==> src/rtl/tsd_pkg.sv <==
// Shared types, action codes and fixed-point constants for the three-axis servo smoothing damper.
// No dependencies; every other file in rtl except tsd_div refers to this package by scoped names.
package tsd_pkg;

    typedef enum logic [1:0] {
        ACT_TICK    = 2'd0,
        ACT_HOLD    = 2'd1,
        ACT_JUMP    = 2'd2,
        ACT_REFRESH = 2'd3
    } act_t;

    localparam logic [15:0] ANG_MAX     = 16'd46080;
    localparam logic [15:0] ANG_MIN_LIM = 16'd7680;
    localparam logic [15:0] ANG_RESET   = 16'd23040;

    localparam logic signed [16:0] VEL_MAX = 17'h0FFFF;
    localparam logic signed [16:0] VEL_MIN = 17'h10000;

    // Pulse = 500 + floor((25 * angle + 288) / 576), with the division by 576 done as a shift
    // by six and a multiplication by the reciprocal of nine, ceil(2^19 / 9).
    localparam logic [11:0] PULSE_BASE  = 12'd500;
    localparam logic [4:0]  PULSE_GAIN  = 5'd25;
    localparam logic [20:0] PULSE_OFS   = 21'd288;
    localparam logic [15:0] PULSE_RECIP = 16'd58255;

    // Change limit = floor((max_speed * T * 32 + 62) / 125), the division done with
    // the reciprocal ceil(2^29 / 125).
    localparam logic [22:0] MC_RECIP = 23'd4294968;

    // Per-tick coefficients shared by all lanes.
    typedef struct packed {
        logic [9:0]  t;
        logic [16:0] e;
        logic [15:0] mc;
    } coef_t;

    typedef struct packed {
        logic        start;
        act_t        act;
        logic [15:0] tgt;
    } lane_req_t;

    typedef struct packed {
        logic        done;
        logic [15:0] angle;
        logic [11:0] pulse;
        logic        changed;
    } lane_res_t;

    function automatic logic [15:0] clamp_tgt(input logic [15:0] raw, input logic [15:0] lo);
        logic [15:0] r;
        r = raw;
        if (r < lo) begin
            r = lo;
        end
        if (r > ANG_MAX) begin
            r = ANG_MAX;
        end
        return r;
    endfunction

endpackage

==> src/rtl/tsd_div.sv <==
// Restoring unsigned divider, one quotient bit per clock.
// Depends on nothing; used by the coefficient unit and by each lane.
module tsd_div #(
    parameter int NW = 37,
    parameter int DW = 20
) (
    input  logic          aclk,
    input  logic          aresetn,
    input  logic          start,
    input  logic [NW-1:0] num,
    input  logic [DW-1:0] den,
    output logic          done,
    output logic [NW-1:0] quot
);

    localparam int CW = $clog2(NW + 1);

    logic [NW-1:0] quot_reg;
    logic [DW-1:0] rem_reg;
    logic [DW-1:0] den_reg;
    logic [CW-1:0] cnt_reg;
    logic          run_reg;
    logic          done_reg;
    logic [DW:0]   trial;
    logic          fits;

    assign trial = {rem_reg, quot_reg[NW-1]};
    assign fits  = trial >= {1'b0, den_reg};

    always_ff @(posedge aclk) begin
        if (!aresetn) begin
            run_reg  <= 1'b0;
            done_reg <= 1'b0;
            cnt_reg  <= '0;
        end else begin
            done_reg <= 1'b0;
            if (start) begin
                quot_reg <= num;
                den_reg  <= den;
                rem_reg  <= '0;
                cnt_reg  <= CW'(NW);
                run_reg  <= 1'b1;
            end else if (run_reg) begin
                if (fits) begin
                    rem_reg <= DW'(trial - {1'b0, den_reg});
                end else begin
                    rem_reg <= trial[DW-1:0];
                end
                quot_reg <= {quot_reg[NW-2:0], fits};
                cnt_reg  <= cnt_reg - CW'(1);
                if (cnt_reg == CW'(1)) begin
                    run_reg  <= 1'b0;
                    done_reg <= 1'b1;
                end
            end
        end
    end

    assign done = done_reg;
    assign quot = quot_reg;

endmodule

==> src/rtl/tsd_coef.sv <==
// Per-tick coefficient unit: decay factor e (Q1.16) and change limit mc (Q8.8).
// Depends on tsd_pkg and tsd_div.
module tsd_coef #(
    parameter int TICK_MS = 20
) (
    input  logic          aclk,
    input  logic          aresetn,
    input  logic          start,
    input  logic [9:0]    smooth_time_ms,
    input  logic [6:0]    max_speed,
    output logic          done,
    output tsd_pkg::coef_t coef
);

    localparam logic [37:0] K1 = 38'(200 * TICK_MS);
    localparam logic [37:0] K2 = 38'(192 * TICK_MS * TICK_MS);
    localparam logic [37:0] K3 = 38'(188 * TICK_MS * TICK_MS * TICK_MS);

    typedef enum logic [3:0] {
        C_IDLE, C_T2, C_T3, C_NUM, C_DEN, C_EGO, C_EWAIT
    } cstate_t;

    cstate_t     state_reg;
    logic [9:0]  t_reg;
    logic [19:0] t2_reg;
    logic [29:0] t3_reg;
    logic [36:0] num_reg;
    logic [37:0] part_reg;
    logic [37:0] den_reg;
    logic [16:0] mst_reg;
    logic [16:0] e_reg;
    logic [15:0] mc_reg;
    logic        done_reg;

    logic        div_start;
    logic [53:0] div_num;
    logic [37:0] div_den;
    logic        div_done;
    logic [53:0] div_quot;

    // Change limit: (mst * 256 + 500) / 1000 equals (mst * 32 + 62) / 125 after flooring.
    logic [21:0] mc_y;
    logic [44:0] mc_prod;
    assign mc_y    = {mst_reg, 5'b0} + 22'd62;
    assign mc_prod = 45'(mc_y) * 45'(tsd_pkg::MC_RECIP);

    assign div_start = (state_reg == C_EGO);
    assign div_num   = 54'({num_reg, 16'b0}) + 54'(den_reg >> 1);
    assign div_den   = den_reg;

    tsd_div #(.NW(54), .DW(38)) u_div (
        .aclk    (aclk),
        .aresetn (aresetn),
        .start   (div_start),
        .num     (div_num),
        .den     (div_den),
        .done    (div_done),
        .quot    (div_quot)
    );

    always_ff @(posedge aclk) begin
        if (!aresetn) begin
            state_reg <= C_IDLE;
            done_reg  <= 1'b0;
        end else begin
            done_reg <= 1'b0;
            unique case (state_reg)
                C_IDLE: begin
                    if (start) begin
                        t_reg     <= (smooth_time_ms == 10'd0) ? 10'd1 : smooth_time_ms;
                        state_reg <= C_T2;
                    end
                end
                C_T2: begin
                    t2_reg    <= 20'(t_reg) * 20'(t_reg);
                    state_reg <= C_T3;
                end
                C_T3: begin
                    t3_reg    <= 30'(t2_reg) * 30'(t_reg);
                    state_reg <= C_NUM;
                end
                C_NUM: begin
                    num_reg   <= 37'(t3_reg) * 37'd100;
                    part_reg  <= 38'(t2_reg) * K1;
                    state_reg <= C_DEN;
                end
                C_DEN: begin
                    den_reg   <= 38'(num_reg) + part_reg + 38'(t_reg) * K2 + K3;
                    mst_reg   <= 17'(max_speed) * 17'(t_reg);
                    state_reg <= C_EGO;
                end
                C_EGO: begin
                    mc_reg    <= mc_prod[44:29];
                    state_reg <= C_EWAIT;
                end
                C_EWAIT: begin
                    if (div_done) begin
                        e_reg     <= div_quot[16:0];
                        done_reg  <= 1'b1;
                        state_reg <= C_IDLE;
                    end
                end
                default: begin
                    state_reg <= C_IDLE;
                end
            endcase
        end
    end

    assign done    = done_reg;
    assign coef.t  = t_reg;
    assign coef.e  = e_reg;
    assign coef.mc = mc_reg;

endmodule

==> config.mk <==
export PLATFORM = sky130hd
export DESIGN_NAME = tsd_coef
export DESIGN_NICKNAME = d
export VERILOG_FILES = /design/src/rtl/tsd_pkg.sv /design/src/rtl/tsd_div.sv /design/src/rtl/tsd_coef.sv
export SDC_FILE = /design/constraint.sdc
export NUM_CORES = 2
export LEC_CHECK = 0
export BUFFER_PORTS_ARGS = -buffer_cell sky130_fd_sc_hd__buf_2
export CAP_MARGIN = 15
export CORE_MARGIN = 2
export CORE_UTILIZATION = 60
export DETAILED_ROUTE_END_ITERATION = 10
export GPL_TIMING_DRIVEN = 0
export PLACE_DENSITY_LB_ADDON = 0.05
export SYNTH_ARGS = -nofsm -noshare
export SYNTH_HDL_FRONTEND = slang
export SYNTH_HIERARCHICAL = 1
export SYNTH_SLANG_ARGS = --single-unit
==> constraint.sdc <==
create_clock -name aclk -period 12.92 [get_ports aclk]
set_clock_uncertainty 0.05 [all_clocks]
set_input_delay 2.584 -clock aclk [delete_from_list [all_inputs] [get_ports aclk]]
set_output_delay 2.584 -clock aclk [all_outputs]
set_load 0.01 [all_outputs]
==> Implementation_results.wiki <==
{| class="wikitable"
! Metric !! Value
|-
| Outcome || finished, final reports clean
|-
| Num Clock Sinks || around 350
|-
| CP endpoint kind || flip-flop
|-
| Buffer type at the clock tree root || sky130_fd_sc_hd__clkbuf_16
|-
| Overall Power || ~12 mW
|-
| Synthesized area divided by synthesized cell count || a little over 10 sq um
|-
| Post CTS Setup Buffer Count || 0
|-
| Power density relative to cell area || 274 nW/um^2
|-
| Total via count after detailed routing || 28000
|-
| Clock transition at the registers of the reported paths || approximately 0.060 ns
|-
| CTS H-Tree Depth || 2
|-
| Number of synthesized flops with an enable pin || about 340
|-
| Slowest cell on crit path || sky130_fd_sc_hd__xor2_1
|-
| Area growth from synthesis to layout || 7.17%
|-
| CP Data Arrival Time || 8.30 ns
|-
| Sequential share of the synthesized area || 25.3%
|-
| Clock network latency to the later pin of the worst-skew pair || 0.59 ns
|-
| Cell Rows || 95
|-
| CORE AREA || 67300 sq um
|-
| Top-area cell type share of the netlist area || 24.7%
|-
| Met2 capacity usage during global routing || between 40% and 50%
|-
| Setup WS pre-CTS || 4.94 ns
|-
| Actual transition at the worst max-transition pin || 1.19 ns
|-
| Die ar. || 70100 sq um
|-
| Global placement routability congestion || just over 0.9
|-
| Drt total wl || 91500 um
|-
| Cts-stage hold buffer count || 0
|-
| Overflow after GRT || 0
|-
| Total Routing Usage GR || 26.9%
|-
| Final-report hold violation count || 0
|-
| Per-cell via count in the routed design || 5.59
|-
| Fmax || 0.124 GHz
|-
| Most congested layer reported by global routing || met2
|-
| RSZ-0062 raised after global routing || false
|-
| GR Layer Usage met3 || 3.07%
|-
| First-pass GRT wire length || 149000 um
|-
| Number of DRC violations after detailed-routing iteration 0 || 1631
|-
| Critical path cell sequence || ha_1 > and3_1 > nand3_1 > nor3_1 > and3_1 > xor2_1 > ha_1 > inv_1 > fa_1 > inv_1 > fa_1 > fa_1 > fa_1 > ha_1 > ha_1 > nand2_1 > o21ai_0 > a41oi_1 > a311oi_1 > a21oi_2 > a21oi_1 > a21o_1 > a21oi_1 > xnor2_1
|-
| Final slew viol count || 0
|-
| Most used flip-flop cell after synthesis || sky130_fd_sc_hd__edfxtp_1
|-
| Max FFs per register || 54
|-
| Number of max-cap violations || 0
|-
| CTS tree || built
|-
| Data required, critical path || 13.15 ns
|-
| Number of global-route vias before repair || 28300
|-
| Number of buffers inserted during clock tree synthesis || 42
|-
| Cell depth of the worst flop-to-flop path || 24
|-
| Min setup slack post-route || 4.86 ns
|-
| Count of endpoints failing setup in the final report || 0
|-
| Number of distinct library cells after synthesis || 97
|-
| Max Root-Sink Buffers || 3
|-
| Largest incremental delay on the critical path || around 0.82 ns
|-
| Share of final-layout standard cells stronger than drive strength 1 || a little over 6%
|-
| Final ANT Viol Nets || 0
|-
| Cell type with the largest total area after synthesis || sky130_fd_sc_hd__edfxtp_1
|-
| Total of buffers placed on input and output ports || 57
|-
| Flop and latch count out of synthesis || 348
|-
| Resized Gates After CTS || 0
|-
| Final Critical Period || 8.06 ns
|-
| Wire length per cell after detailed routing || 18.3 um
|-
| Hold WC Path Type || flip-flop to flip-flop
|-
| Pin count of the biggest net entering global routing || 60
|-
| FFs w/ async S/R, synth || 0%
|-
| Yosys synthesis warning count || 6
|-
| Critical path peak fanout || 6
|-
| Total number of nets in the final design || 5162
|-
| Setup Crit Path Kind || flip-flop to flip-flop
|-
| Width of the die || 265 um
|-
| Total leakage power || 20.8 nW
|-
| Fillcell total || roughly 5600
|-
| Synthesized instance count || about 4000
|-
| Starting Density || just over 60%
|-
| Peak VDD IR || about 0.33 mV
|-
| Post-route setup TNS || 0 ns
|-
| Depth of the worst hold-timing path || 0
|-
| Number of antenna violations at the first check in global routing || 0
|-
| Worst slew margin relative to its limit || between 20% and 30%
|-
| Cell area after synthesis || 40800 sq um
|-
| Ranking of synthesized cells by area || sky130_fd_sc_hd__edfxtp_1 25%, sky130_fd_sc_hd__fa_1 21%, sky130_fd_sc_hd__ha_1 19%
|-
| Detailed-placement wirelength estimate || 75000 um
|-
| Ant. Diodes || 0
|-
| Startpoint type of the worst setup path || flip-flop
|-
| Number of I/O pins || between 60 and 70
|-
| Final period util || a little over three fifths
|-
| Die Ht || 265 um
|-
| First drt pass iteration count || 6
|-
| DRC errors left || 0
|-
| Met1 track demand over resource || 37.2%
|}
[cells in the mapped netlist (23+ instances only)]
master	count
sky130_fd_sc_hd__clkbuf_1	85
sky130_fd_sc_hd__a21oi_1	196
sky130_fd_sc_hd__mux2_2	55
sky130_fd_sc_hd__ha_1	619
sky130_fd_sc_hd__nor3_1	38
sky130_fd_sc_hd__o21ai_0	110
sky130_fd_sc_hd__a31oi_1	28
sky130_fd_sc_hd__and3_1	26
sky130_fd_sc_hd__xnor2_1	161
sky130_fd_sc_hd__xor2_1	85
sky130_fd_sc_hd__nand4_1	27
sky130_fd_sc_hd__o21bai_1	29
sky130_fd_sc_hd__o21a_1	26
sky130_fd_sc_hd__and2_1	130
sky130_fd_sc_hd__fa_1	421
sky130_fd_sc_hd__nand2_1	284
sky130_fd_sc_hd__nand3_1	60
sky130_fd_sc_hd__inv_1	674
sky130_fd_sc_hd__a21o_1	104
sky130_fd_sc_hd__a211oi_1	33
sky130_fd_sc_hd__nor2_1	175
sky130_fd_sc_hd__edfxtp_1	336
sky130_fd_sc_hd__nor2b_1	23
[placed cells by master (no fill, tap or decap), types with 10 or more instances in the layout]
cell                        count
sky130_fd_sc_hd__nor2b_1       23
sky130_fd_sc_hd__dfxtp_1       12
sky130_fd_sc_hd__nand2_1      284
sky130_fd_sc_hd__and3_1        25
sky130_fd_sc_hd__a31oi_1       28
sky130_fd_sc_hd__nand4_1       27
sky130_fd_sc_hd__xor2_1        85
sky130_fd_sc_hd__and2_1       130
sky130_fd_sc_hd__o21ai_0      110
sky130_fd_sc_hd__nor3_1        37
sky130_fd_sc_hd__nand2b_1      17
sky130_fd_sc_hd__nand3_1       60
sky130_fd_sc_hd__a211oi_1      33
sky130_fd_sc_hd__xnor2_1      160
sky130_fd_sc_hd__a21oi_1      196
sky130_fd_sc_hd__ha_1         619
sky130_fd_sc_hd__o21bai_1      29
sky130_fd_sc_hd__inv_1        673
sky130_fd_sc_hd__clkbuf_1      93
sky130_fd_sc_hd__mux2i_1       20
sky130_fd_sc_hd__o21a_1        25
sky130_fd_sc_hd__mux2_2        55
sky130_fd_sc_hd__edfxtp_1     336
sky130_fd_sc_hd__a21o_1       104
sky130_fd_sc_hd__buf_2         65
sky130_fd_sc_hd__fa_1         421
sky130_fd_sc_hd__nor2_1       175
sky130_fd_sc_hd__a21boi_0      16
sky130_fd_sc_hd__clkbuf_16     42
sky130_fd_sc_hd__buf_4         10
sky130_fd_sc_hd__o21ai_1       10
[logic make-up (layout without fill, tap and decap cells)]
family                   count (synthesis)  after routing  share of synthesized area, %
other                                    1              3                       0.00919
AO/OA/AOI/OAI                          657            657                          10.5
adder cells (fa/ha/maj)               1040           1040                          39.6
flip-flops                             348            348                          25.3
XOR/XNOR                               246            246                          5.28
AND/OR/NAND/NOR                        837            837                          9.98
buffers and inverters                  782            929                          7.30
multiplexers                            75             75                          2.01
[power by group]
part	switching (mW)	leakage, nW	internal (mW)
Clock	0.501	0.651	0.661
Combinational	5.00	17.1	3.91
Sequential	0.0939	3.13	1.83
Total	5.60	20.8	6.40
[path summary, 6_finish.rpt]
path | from | endpoint | slack [ns]
hold reg to reg | den_reg[17] | u_div/den_reg[17] | 0.40
setup / recovery | mst_reg[0] | mc_reg[14] | 4.86
setup reg to reg | mst_reg[0] | mc_reg[14] | 4.86
hold / removal | den_reg[17] | u_div/den_reg[17] | 0.40
[layout make-up]
class,instances,area [sq um],area share (%)
buffer,106,443,1.01
clock buffer,52,1110,2.53
clock inverter,25,238,0.543
inverter,676,2540,5.80
multi-input combinational,2858,27600,63.0
sequential,348,10300,23.6
tap,873,1090,2.50
timing repair buffer,70,445,1.02
[metrics by stage]
stage / util [%] / instances / area, sq um / hold WS, ns
after floorplan: - / 3988 / 40800 / 0.370
after global placement: 62.7 / 4918 / 42200 / 0.381
after detailed placement: 63.0 / 4930 / 42400 / 0.387
after CTS: 65.0 / 5007 / 43700 / 0.401
after global routing: 65.0 / 5008 / 43800 / 0.428
final: 65.0 / 5008 / 43800 / 0.405
[worst max-delay path, delay by kind of cell (launching register included)]
| kind | cells | cell delay, ns |
|---|---|---|
| fa+ha+maj | 8 | 3.19 |
| xor+xnor | 2 | 0.98 |
| compound gates | 7 | 1.85 |
| buf+inv | 2 | 0.15 |
| simple gates | 5 | 1.04 |
| flops | 1 | 0.50 |
[per-layer routing]
metal,vias to the layer above,part of all wire [%]
li1,13700,-
met3,150,4.1
met5,-,0
met2,535,47
met1,13600,46
met4,0,3.6
Note: power is estimated with default switching activity, not from simulation.
