<file path="config.mk">
export PLATFORM = sky130hd
export DESIGN_NAME = tsd_lane
export DESIGN_NICKNAME = d
export VERILOG_FILES = /design/src/rtl/tsd_pkg.sv /design/src/rtl/tsd_div.sv /design/src/rtl/tsd_lane.sv
export SDC_FILE = /design/constraint.sdc
export NUM_CORES = 2
export LEC_CHECK = 0
export ABC_CLOCK_PERIOD_IN_PS = 21000
export BUFFER_PORTS_ARGS = -buffer_cell sky130_fd_sc_hd__buf_4
export CAP_MARGIN = 10
export CORE_MARGIN = 4
export CORE_UTILIZATION = 25
export CTS_CLUSTER_SIZE = 25
export DETAILED_ROUTE_END_ITERATION = 7
export GPL_ROUTABILITY_DRIVEN = 0
export GPL_TIMING_DRIVEN = 0
export SYNTH_ARGS = -nofsm -noshare
export SYNTH_HDL_FRONTEND = slang
export SYNTH_SLANG_ARGS = --single-unit
export TNS_END_PERCENT = 20
</file>
<file path="constraint.sdc">
create_clock -name aclk -period 21 [get_ports aclk]
set_input_delay 4.2 -clock aclk [delete_from_list [all_inputs] [get_ports aclk]]
set_output_delay 4.2 -clock aclk [all_outputs]
set_load 0.05 [all_outputs]
</file>
<file path="src/rtl/tsd_pkg.sv">
// Shared types, action codes and fixed-point constants for the three-axis servo smoothing damper.
// No dependencies; every other file in rtl except tsd_div refers to this package by scoped names.
package tsd_pkg;

    typedef enum logic [1:0] {
        ACT_TICK    = 2'd0,
        ACT_HOLD    = 2'd1,
        ACT_JUMP    = 2'd2,
        ACT_REFRESH = 2'd3
    } act_t;

    localparam logic [15:0] ANG_MAX     = 16'd46080;
    localparam logic [15:0] ANG_MIN_LIM = 16'd7680;
    localparam logic [15:0] ANG_RESET   = 16'd23040;

    localparam logic signed [16:0] VEL_MAX = 17'h0FFFF;
    localparam logic signed [16:0] VEL_MIN = 17'h10000;

    // Pulse = 500 + floor((25 * angle + 288) / 576), with the division by 576 done as a shift
    // by six and a multiplication by the reciprocal of nine, ceil(2^19 / 9).
    localparam logic [11:0] PULSE_BASE  = 12'd500;
    localparam logic [4:0]  PULSE_GAIN  = 5'd25;
    localparam logic [20:0] PULSE_OFS   = 21'd288;
    localparam logic [15:0] PULSE_RECIP = 16'd58255;

    // Change limit = floor((max_speed * T * 32 + 62) / 125), the division done with
    // the reciprocal ceil(2^29 / 125).
    localparam logic [22:0] MC_RECIP = 23'd4294968;

    // Per-tick coefficients shared by all lanes.
    typedef struct packed {
        logic [9:0]  t;
        logic [16:0] e;
        logic [15:0] mc;
    } coef_t;

    typedef struct packed {
        logic        start;
        act_t        act;
        logic [15:0] tgt;
    } lane_req_t;

    typedef struct packed {
        logic        done;
        logic [15:0] angle;
        logic [11:0] pulse;
        logic        changed;
    } lane_res_t;

    function automatic logic [15:0] clamp_tgt(input logic [15:0] raw, input logic [15:0] lo);
        logic [15:0] r;
        r = raw;
        if (r < lo) begin
            r = lo;
        end
        if (r > ANG_MAX) begin
            r = ANG_MAX;
        end
        return r;
    endfunction

endpackage

</file>
<file path="src/rtl/tsd_div.sv">
// Restoring unsigned divider, one quotient bit per clock.
// Depends on nothing; used by the coefficient unit and by each lane.
module tsd_div #(
    parameter int NW = 37,
    parameter int DW = 20
) (
    input  logic          aclk,
    input  logic          aresetn,
    input  logic          start,
    input  logic [NW-1:0] num,
    input  logic [DW-1:0] den,
    output logic          done,
    output logic [NW-1:0] quot
);

    localparam int CW = $clog2(NW + 1);

    logic [NW-1:0] quot_reg;
    logic [DW-1:0] rem_reg;
    logic [DW-1:0] den_reg;
    logic [CW-1:0] cnt_reg;
    logic          run_reg;
    logic          done_reg;
    logic [DW:0]   trial;
    logic          fits;

    assign trial = {rem_reg, quot_reg[NW-1]};
    assign fits  = trial >= {1'b0, den_reg};

    always_ff @(posedge aclk) begin
        if (!aresetn) begin
            run_reg  <= 1'b0;
            done_reg <= 1'b0;
            cnt_reg  <= '0;
        end else begin
            done_reg <= 1'b0;
            if (start) begin
                quot_reg <= num;
                den_reg  <= den;
                rem_reg  <= '0;
                cnt_reg  <= CW'(NW);
                run_reg  <= 1'b1;
            end else if (run_reg) begin
                if (fits) begin
                    rem_reg <= DW'(trial - {1'b0, den_reg});
                end else begin
                    rem_reg <= trial[DW-1:0];
                end
                quot_reg <= {quot_reg[NW-2:0], fits};
                cnt_reg  <= cnt_reg - CW'(1);
                if (cnt_reg == CW'(1)) begin
                    run_reg  <= 1'b0;
                    done_reg <= 1'b1;
                end
            end
        end
    end

    assign done = done_reg;
    assign quot = quot_reg;

endmodule

</file>
<file path="src/rtl/tsd_lane.sv">
// One servo axis: holds angle, velocity and last pulse, runs the damping step and pulse conversion.
// Depends on tsd_pkg and tsd_div.
module tsd_lane #(
    parameter int TICK_MS = 20
) (
    input  logic               aclk,
    input  logic               aresetn,
    input  tsd_pkg::lane_req_t req,
    input  tsd_pkg::coef_t     coef,
    output tsd_pkg::lane_res_t res
);

    localparam logic signed [36:0] K_D   = 37'(TICK_MS);
    localparam logic signed [36:0] K_CHG = 37'(2000 * TICK_MS);

    typedef enum logic [3:0] {
        L_IDLE, L_VT, L_TNUM, L_TGO, L_TWAIT, L_AB, L_PN, L_PO,
        L_NGO, L_NWAIT, L_FIX, L_PGO, L_PWAIT
    } lstate_t;

    lstate_t            state_reg;
    logic [15:0]        angle_reg;
    logic signed [16:0] vel_reg;
    logic [11:0]        lastp_reg;
    logic [15:0]        tgt_reg;
    logic signed [16:0] change_reg;
    logic signed [18:0] tgt2_reg;
    logic signed [27:0] vt_reg;
    logic signed [36:0] tnum_reg;
    logic signed [16:0] temp_reg;
    logic signed [29:0] a_reg;
    logic signed [17:0] b_reg;
    logic signed [47:0] pn_reg;
    logic signed [34:0] po_reg;
    logic signed [18:0] out_reg;
    logic signed [31:0] nv_reg;
    logic [14:0]        pw_reg;
    logic [11:0]        pulse_reg;
    logic               changed_reg;
    logic               done_reg;

    // Clamp of the distance to the target against the change limit.
    logic signed [16:0] diff;
    logic signed [16:0] mc_s;
    logic signed [16:0] change_c;
    assign diff = $signed({1'b0, angle_reg}) - $signed({1'b0, req.tgt});
    assign mc_s = $signed({1'b0, coef.mc});
    always_comb begin
        change_c = diff;
        if (diff > mc_s) begin
            change_c = mc_s;
        end else if (diff < -mc_s) begin
            change_c = -mc_s;
        end
    end

    // Sign- and zero-extended operands.
    logic signed [27:0] vel_x28;
    logic signed [27:0] t_x28;
    logic signed [36:0] vt_x37;
    logic signed [36:0] chg_x37;
    logic signed [29:0] vt_x30;
    logic signed [29:0] temp_x30;
    logic signed [17:0] chg_x18;
    logic signed [17:0] temp_x18;
    logic signed [47:0] a_x48;
    logic signed [47:0] e_x48;
    logic signed [34:0] b_x35;
    logic signed [34:0] e_x35;
    assign vel_x28  = 28'(vel_reg);
    assign t_x28    = $signed(28'(coef.t));
    assign vt_x37   = 37'(vt_reg);
    assign chg_x37  = 37'(change_reg);
    assign vt_x30   = 30'(vt_reg);
    assign temp_x30 = 30'(temp_reg);
    assign chg_x18  = 18'(change_reg);
    assign temp_x18 = 18'(temp_reg);
    assign a_x48    = 48'(a_reg);
    assign e_x48    = $signed(48'(coef.e));
    assign b_x35    = 35'(b_reg);
    assign e_x35    = $signed(35'(coef.e));

    // Magnitudes with the half-divisor added for round-half-away-from-zero.
    logic [36:0] tmag;
    logic [47:0] pmag;
    logic [34:0] omag;
    logic [18:0] oround;
    assign tmag   = (tnum_reg[36] ? 37'(-tnum_reg) : 37'(tnum_reg)) + 37'(coef.t) * 37'd500;
    assign pmag   = (pn_reg[47] ? 48'(-pn_reg) : 48'(pn_reg)) + (48'(coef.t) << 15);
    assign omag   = (po_reg[34] ? 35'(-po_reg) : 35'(po_reg)) + 35'd32768;
    assign oround = omag[34:16];

    logic        div_start;
    logic [36:0] div_num;
    logic [19:0] div_den;
    logic        div_done;
    logic [36:0] div_quot;

    always_comb begin
        div_start = 1'b0;
        div_num   = tmag;
        div_den   = 20'(coef.t) * 20'd1000;
        unique case (state_reg)
            L_TGO: begin
                div_start = 1'b1;
            end
            L_NGO: begin
                div_start = 1'b1;
                div_num   = 37'(pmag[47:16]);
                div_den   = 20'(coef.t);
            end
            default: begin
                div_start = 1'b0;
            end
        endcase
    end

    tsd_div #(.NW(37), .DW(20)) u_div (
        .aclk    (aclk),
        .aresetn (aresetn),
        .start   (div_start),
        .num     (div_num),
        .den     (div_den),
        .done    (div_done),
        .quot    (div_quot)
    );

    // Pulse stage: the scaled angle is shifted down by six, then divided by nine.
    logic [20:0] pz;
    logic [30:0] pprod;
    logic [11:0] pulse_new;
    assign pz        = 21'(angle_reg) * 21'(tsd_pkg::PULSE_GAIN) + tsd_pkg::PULSE_OFS;
    assign pprod     = 31'(pw_reg) * 31'(tsd_pkg::PULSE_RECIP);
    assign pulse_new = tsd_pkg::PULSE_BASE + pprod[30:19];

    logic up;
    logic over;
    assign up   = tgt_reg > angle_reg;
    assign over = out_reg > $signed({3'b0, tgt_reg});

    always_ff @(posedge aclk) begin
        if (!aresetn) begin
            state_reg <= L_IDLE;
            angle_reg <= tsd_pkg::ANG_RESET;
            vel_reg   <= '0;
            lastp_reg <= '0;
            done_reg  <= 1'b0;
        end else begin
            done_reg <= 1'b0;
            unique case (state_reg)
                L_IDLE: begin
                    if (req.start) begin
                        tgt_reg <= req.tgt;
                        unique case (req.act)
                            tsd_pkg::ACT_TICK: begin
                                change_reg <= change_c;
                                tgt2_reg   <= 19'(angle_reg) - 19'(change_c);
                                state_reg  <= L_VT;
                            end
                            tsd_pkg::ACT_HOLD: begin
                                vel_reg   <= '0;
                                state_reg <= L_PGO;
                            end
                            tsd_pkg::ACT_JUMP: begin
                                angle_reg <= req.tgt;
                                vel_reg   <= '0;
                                state_reg <= L_PGO;
                            end
                            tsd_pkg::ACT_REFRESH: begin
                                state_reg <= L_PGO;
                            end
                            default: begin
                                state_reg <= L_PGO;
                            end
                        endcase
                    end
                end
                L_VT: begin
                    vt_reg    <= vel_x28 * t_x28;
                    state_reg <= L_TNUM;
                end
                L_TNUM: begin
                    tnum_reg  <= vt_x37 * K_D + chg_x37 * K_CHG;
                    state_reg <= L_TGO;
                end
                L_TGO: begin
                    state_reg <= L_TWAIT;
                end
                L_TWAIT: begin
                    if (div_done) begin
                        temp_reg  <= tnum_reg[36] ? -$signed(17'(div_quot))
                                                  : $signed(17'(div_quot));
                        state_reg <= L_AB;
                    end
                end
                L_AB: begin
                    a_reg     <= vt_x30 - temp_x30 * 30'sd2000;
                    b_reg     <= chg_x18 + temp_x18;
                    state_reg <= L_PN;
                end
                L_PN: begin
                    pn_reg    <= a_x48 * e_x48;
                    state_reg <= L_PO;
                end
                L_PO: begin
                    po_reg    <= b_x35 * e_x35;
                    state_reg <= L_NGO;
                end
                L_NGO: begin
                    out_reg   <= po_reg[34] ? tgt2_reg - $signed(oround)
                                            : tgt2_reg + $signed(oround);
                    state_reg <= L_NWAIT;
                end
                L_NWAIT: begin
                    if (div_done) begin
                        nv_reg    <= pn_reg[47] ? -$signed(32'(div_quot))
                                                : $signed(32'(div_quot));
                        state_reg <= L_FIX;
                    end
                end
                L_FIX: begin
                    if (up == over) begin
                        angle_reg <= tgt_reg;
                        vel_reg   <= '0;
                    end else begin
                        if (out_reg < 19'sd0) begin
                            angle_reg <= '0;
                        end else if (out_reg > $signed({3'b0, tsd_pkg::ANG_MAX})) begin
                            angle_reg <= tsd_pkg::ANG_MAX;
                        end else begin
                            angle_reg <= out_reg[15:0];
                        end
                        if (nv_reg > 32'(tsd_pkg::VEL_MAX)) begin
                            vel_reg <= tsd_pkg::VEL_MAX;
                        end else if (nv_reg < 32'(tsd_pkg::VEL_MIN)) begin
                            vel_reg <= tsd_pkg::VEL_MIN;
                        end else begin
                            vel_reg <= nv_reg[16:0];
                        end
                    end
                    state_reg <= L_PGO;
                end
                L_PGO: begin
                    pw_reg    <= pz[20:6];
                    state_reg <= L_PWAIT;
                end
                L_PWAIT: begin
                    pulse_reg   <= pulse_new;
                    changed_reg <= pulse_new != lastp_reg;
                    lastp_reg   <= pulse_new;
                    done_reg    <= 1'b1;
                    state_reg   <= L_IDLE;
                end
                default: begin
                    state_reg <= L_IDLE;
                end
            endcase
        end
    end

    assign res.done    = done_reg;
    assign res.angle   = angle_reg;
    assign res.pulse   = pulse_reg;
    assign res.changed = changed_reg;

endmodule

</file>
==> results.cfg <==
[run_status]
run_status = completed

[cts]
cts_root_buf = clkbuf_16
clockBufferDepth = 3
clk_latency_ns = 0.69
hold_buffers = 0
cts_resized = 0
cts_buffers = 56
h-tree-depth = 2
cts_tree = yes
cts_sinks = 474
cts_setup_buffers = 0
clk_pin_slew_worst_paths_ns = 0.06

[final_layout]
fill_cells = 33800
finish.utilization_pct = 27.8
drive_gt1_share_pct = 2.99
multiInputGateArea_mm2 = 0.0598
regArea_mm2 = 0.0137
syn_to_final_growth_pct = 10.2
nets = 10900
largest_register_ffs = 48

[setup_path]
slowest_delay_ns = 0.75
crit_path_start = coef[21]
crit_end = pn_reg[47]
cp-start-kind = primary input
cp_slowest_cell = clkbuf_1
critPathTopFamily = adder cells
cp-end-kind = register
critPathRequiredTime_ns = 21.38
reg2reg_to = tgt2_reg[16]
reg2reg_depth = 35
worstReg2RegStart = angle_reg[0]
cp.depth = 25
cp.arrival_ns = 12.49
critPathKind = primary input to register
reg2reg_slack_ns = 12.15
critPathBufInv = 8
critPathMaxFanout = 10

[grt]
grt_pass1_vias = 61000
antenna_found_initial = 15
grt_usage_pct = 13.8
overflow = 0
grt_pass1_wl_um = 358000
grt_max_degree = 38

[drt]
num_vias = 60100
wire_per_inst_um = 17.6
drt_iter0_drc = 4862
route.detailed.drc = 0
avgViaCountPerCell = 4.60
postRouteAntennaNets = 0
wl_um = 229000
detail_route.first_pass.iterations = 6

[sta]
tightestPinTransition_ns = 1.23
hold_viol = 0
fin_skew_ns = 0.0561
timing.hold.ws_ns = 0.473
setup_tns_ns = 0
rsz0062_at_grt = no
min_period_over_period_pct = 57.6
max_freq_mhz = 82.6
slew_headroom_pct = 18.0
min_period_ns = 12.10
report.final.setup_viol = 0
drv_slew = 0

[power]
p_leak_nw = 39.8
powerDensity_mw_per_mm2 = 125
ir_drop_v = 0.000146

[yosys]
synth_ff_type = edfxtp_1
synth-async-reset-ratio_pct = 0
synthesis.nets = 10700
seq_area_frac_synth_pct = 17.0
synth_edf_count = 416
yosys_warnings = 0
synthCells = 8576
syn_avg_cell_area_um2 = 9.37
ys_types = 98
ys_seq_elements = 474
syn_area_mm2 = 0.0803

[placement]
io_buffers = 74
hpwl_um = 192000

[hold_path]
worstHoldPathType = register to register

[floorplan]
die_x_um = 575
die_y_um = 575
pin_count = 94
initial_core_util_pct = 25.2
row_count = 207
core_region_area_mm2 = 0.319
fp.dieArea_mm2 = 0.330

[run]
maxCapViolations = 0
-- cells in the mapped netlist (10+ instances only) --
library cell,count,share of area (%)
a2111oi_0,10,0.11
a211o_1,10,0.11
a211oi_1,46,0.43
a21boi_0,53,0.50
a21o_1,107,1.0
a21oi_1,303,1.9
a22oi_1,17,0.16
a311oi_1,14,0.15
a31oi_1,52,0.41
a41oi_1,13,0.14
and2_1,503,3.9
and3_1,35,0.27
buf_1,10,0.047
clkbuf_1,257,1.2
dfxtp_1,58,1.4
edfxtp_1,416,16
fa_1,1179,29
ha_1,917,14
inv_1,1576,7.4
mux2i_1,28,0.35
nand2_1,900,4.2
nand2b_1,57,0.44
nand3_1,122,0.76
nand3b_1,11,0.10
nand4_1,51,0.40
nor2_1,329,1.5
nor2b_1,72,0.56
nor3_1,126,0.79
nor3b_1,12,0.11
nor4_1,35,0.27
o211ai_1,30,0.28
o21a_1,58,0.54
o21ai_0,262,1.6
o21bai_1,42,0.39
o22a_1,12,0.13
o22ai_1,28,0.22
o31ai_1,34,0.32
o41ai_1,18,0.20
or2_2,27,0.21
or3_1,41,0.32
or4_1,15,0.14
xnor2_1,395,4.3
xor2_1,148,1.6
-- cell families after synthesis --
group	count (synthesis)	share of synthesized area, %
mux	34	0.433
flops	474	17.0
fa+ha+maj	2096	43.7
buf+inv	1851	8.68
compound gates	1189	9.56
xor+xnor	546	6.01
simple gates	2386	14.6
-- where the power goes --
| group | switching (mW) | total [mW] | internal (mW) |
|---|---|---|---|
| logic | 4.89 | 8.30 | 3.41 |
| registers | 0.127 | 1.69 | 1.56 |
| clock network | 0.450 | 1.06 | 0.613 |
-- how the worst min path moves through the flow --
stage | start | slack (ns) | endpoint | cells after the start
6_report | lastp_reg[6] | 0.47 | lastp_reg[6] | 2
2_1_floorplan | lastp_reg[7] | 0.44 | lastp_reg[7] | 2
4_1_cts | lastp_reg[7] | 0.48 | lastp_reg[7] | 2
3_5_place_dp | lastp_reg[6] | 0.47 | lastp_reg[6] | 2
5_1_grt | lastp_reg[6] | 0.49 | lastp_reg[6] | 2
3_3_place_gp | lastp_reg[7] | 0.46 | lastp_reg[7] | 2
-- final cells by class --
| cell class | instances | share of cell area, % |
|---|---|---|
| clock inverter | 33 | 0.498 |
| multi-input combinational | 6251 | 67.5 |
| sequential | 474 | 15.4 |
| clock buffer | 73 | 1.75 |
| buffer | 274 | 1.19 |
| inverter | 1577 | 6.69 |
| timing repair buffer | 87 | 0.838 |
| tap | 4284 | 6.06 |
| antenna | 11 | 0.0311 |
-- worst min-delay path, stage by stage, from the launching register on --
cell and delay, ns:
dfxtp_1 0.32, nand2_1 0.05, a21boi_0 0.06
-- per-stage QoR --
stage               setup WS (ns)  power, mW  instances  cell area, um2
floorplan                   10.15       7.78       8576           80300
global placement             8.39       9.96      12900           86200
detailed placement           8.38       10.0      12900           86500
CTS                          9.03       11.2      13100           88500
global route                 8.56       12.1      13100           88500
finish                       8.90       11.1      13100           88500
-- cell usage in the layout, fill, tap and decap left out, types with 72 or more instances in the layout --
master / Yosys / routed
inv_1: 1576 / 1576
fa_1: 1179 / 1179
ha_1: 917 / 917
nand2_1: 900 / 900
and2_1: 503 / 502
edfxtp_1: 416 / 416
xnor2_1: 395 / 394
nor2_1: 329 / 323
a21oi_1: 303 / 303
clkbuf_1: 257 / 268
o21ai_0: 262 / 262
xor2_1: 148 / 148
nor3_1: 126 / 123
nand3_1: 122 / 122
a21o_1: 107 / 107
buf_4: 5 / 81
nor2b_1: 72 / 72
-- layer usage --
metal,GRT usage (%),up-vias,part of all wire [%]
li1,-,28100,-
met5,0,-,0.034
met1,18.9,29900,44
met2,22.5,1734,46
met4,3.69,10,3.0
met3,2.08,308,7.4
Power figures use the tool's default switching activity.
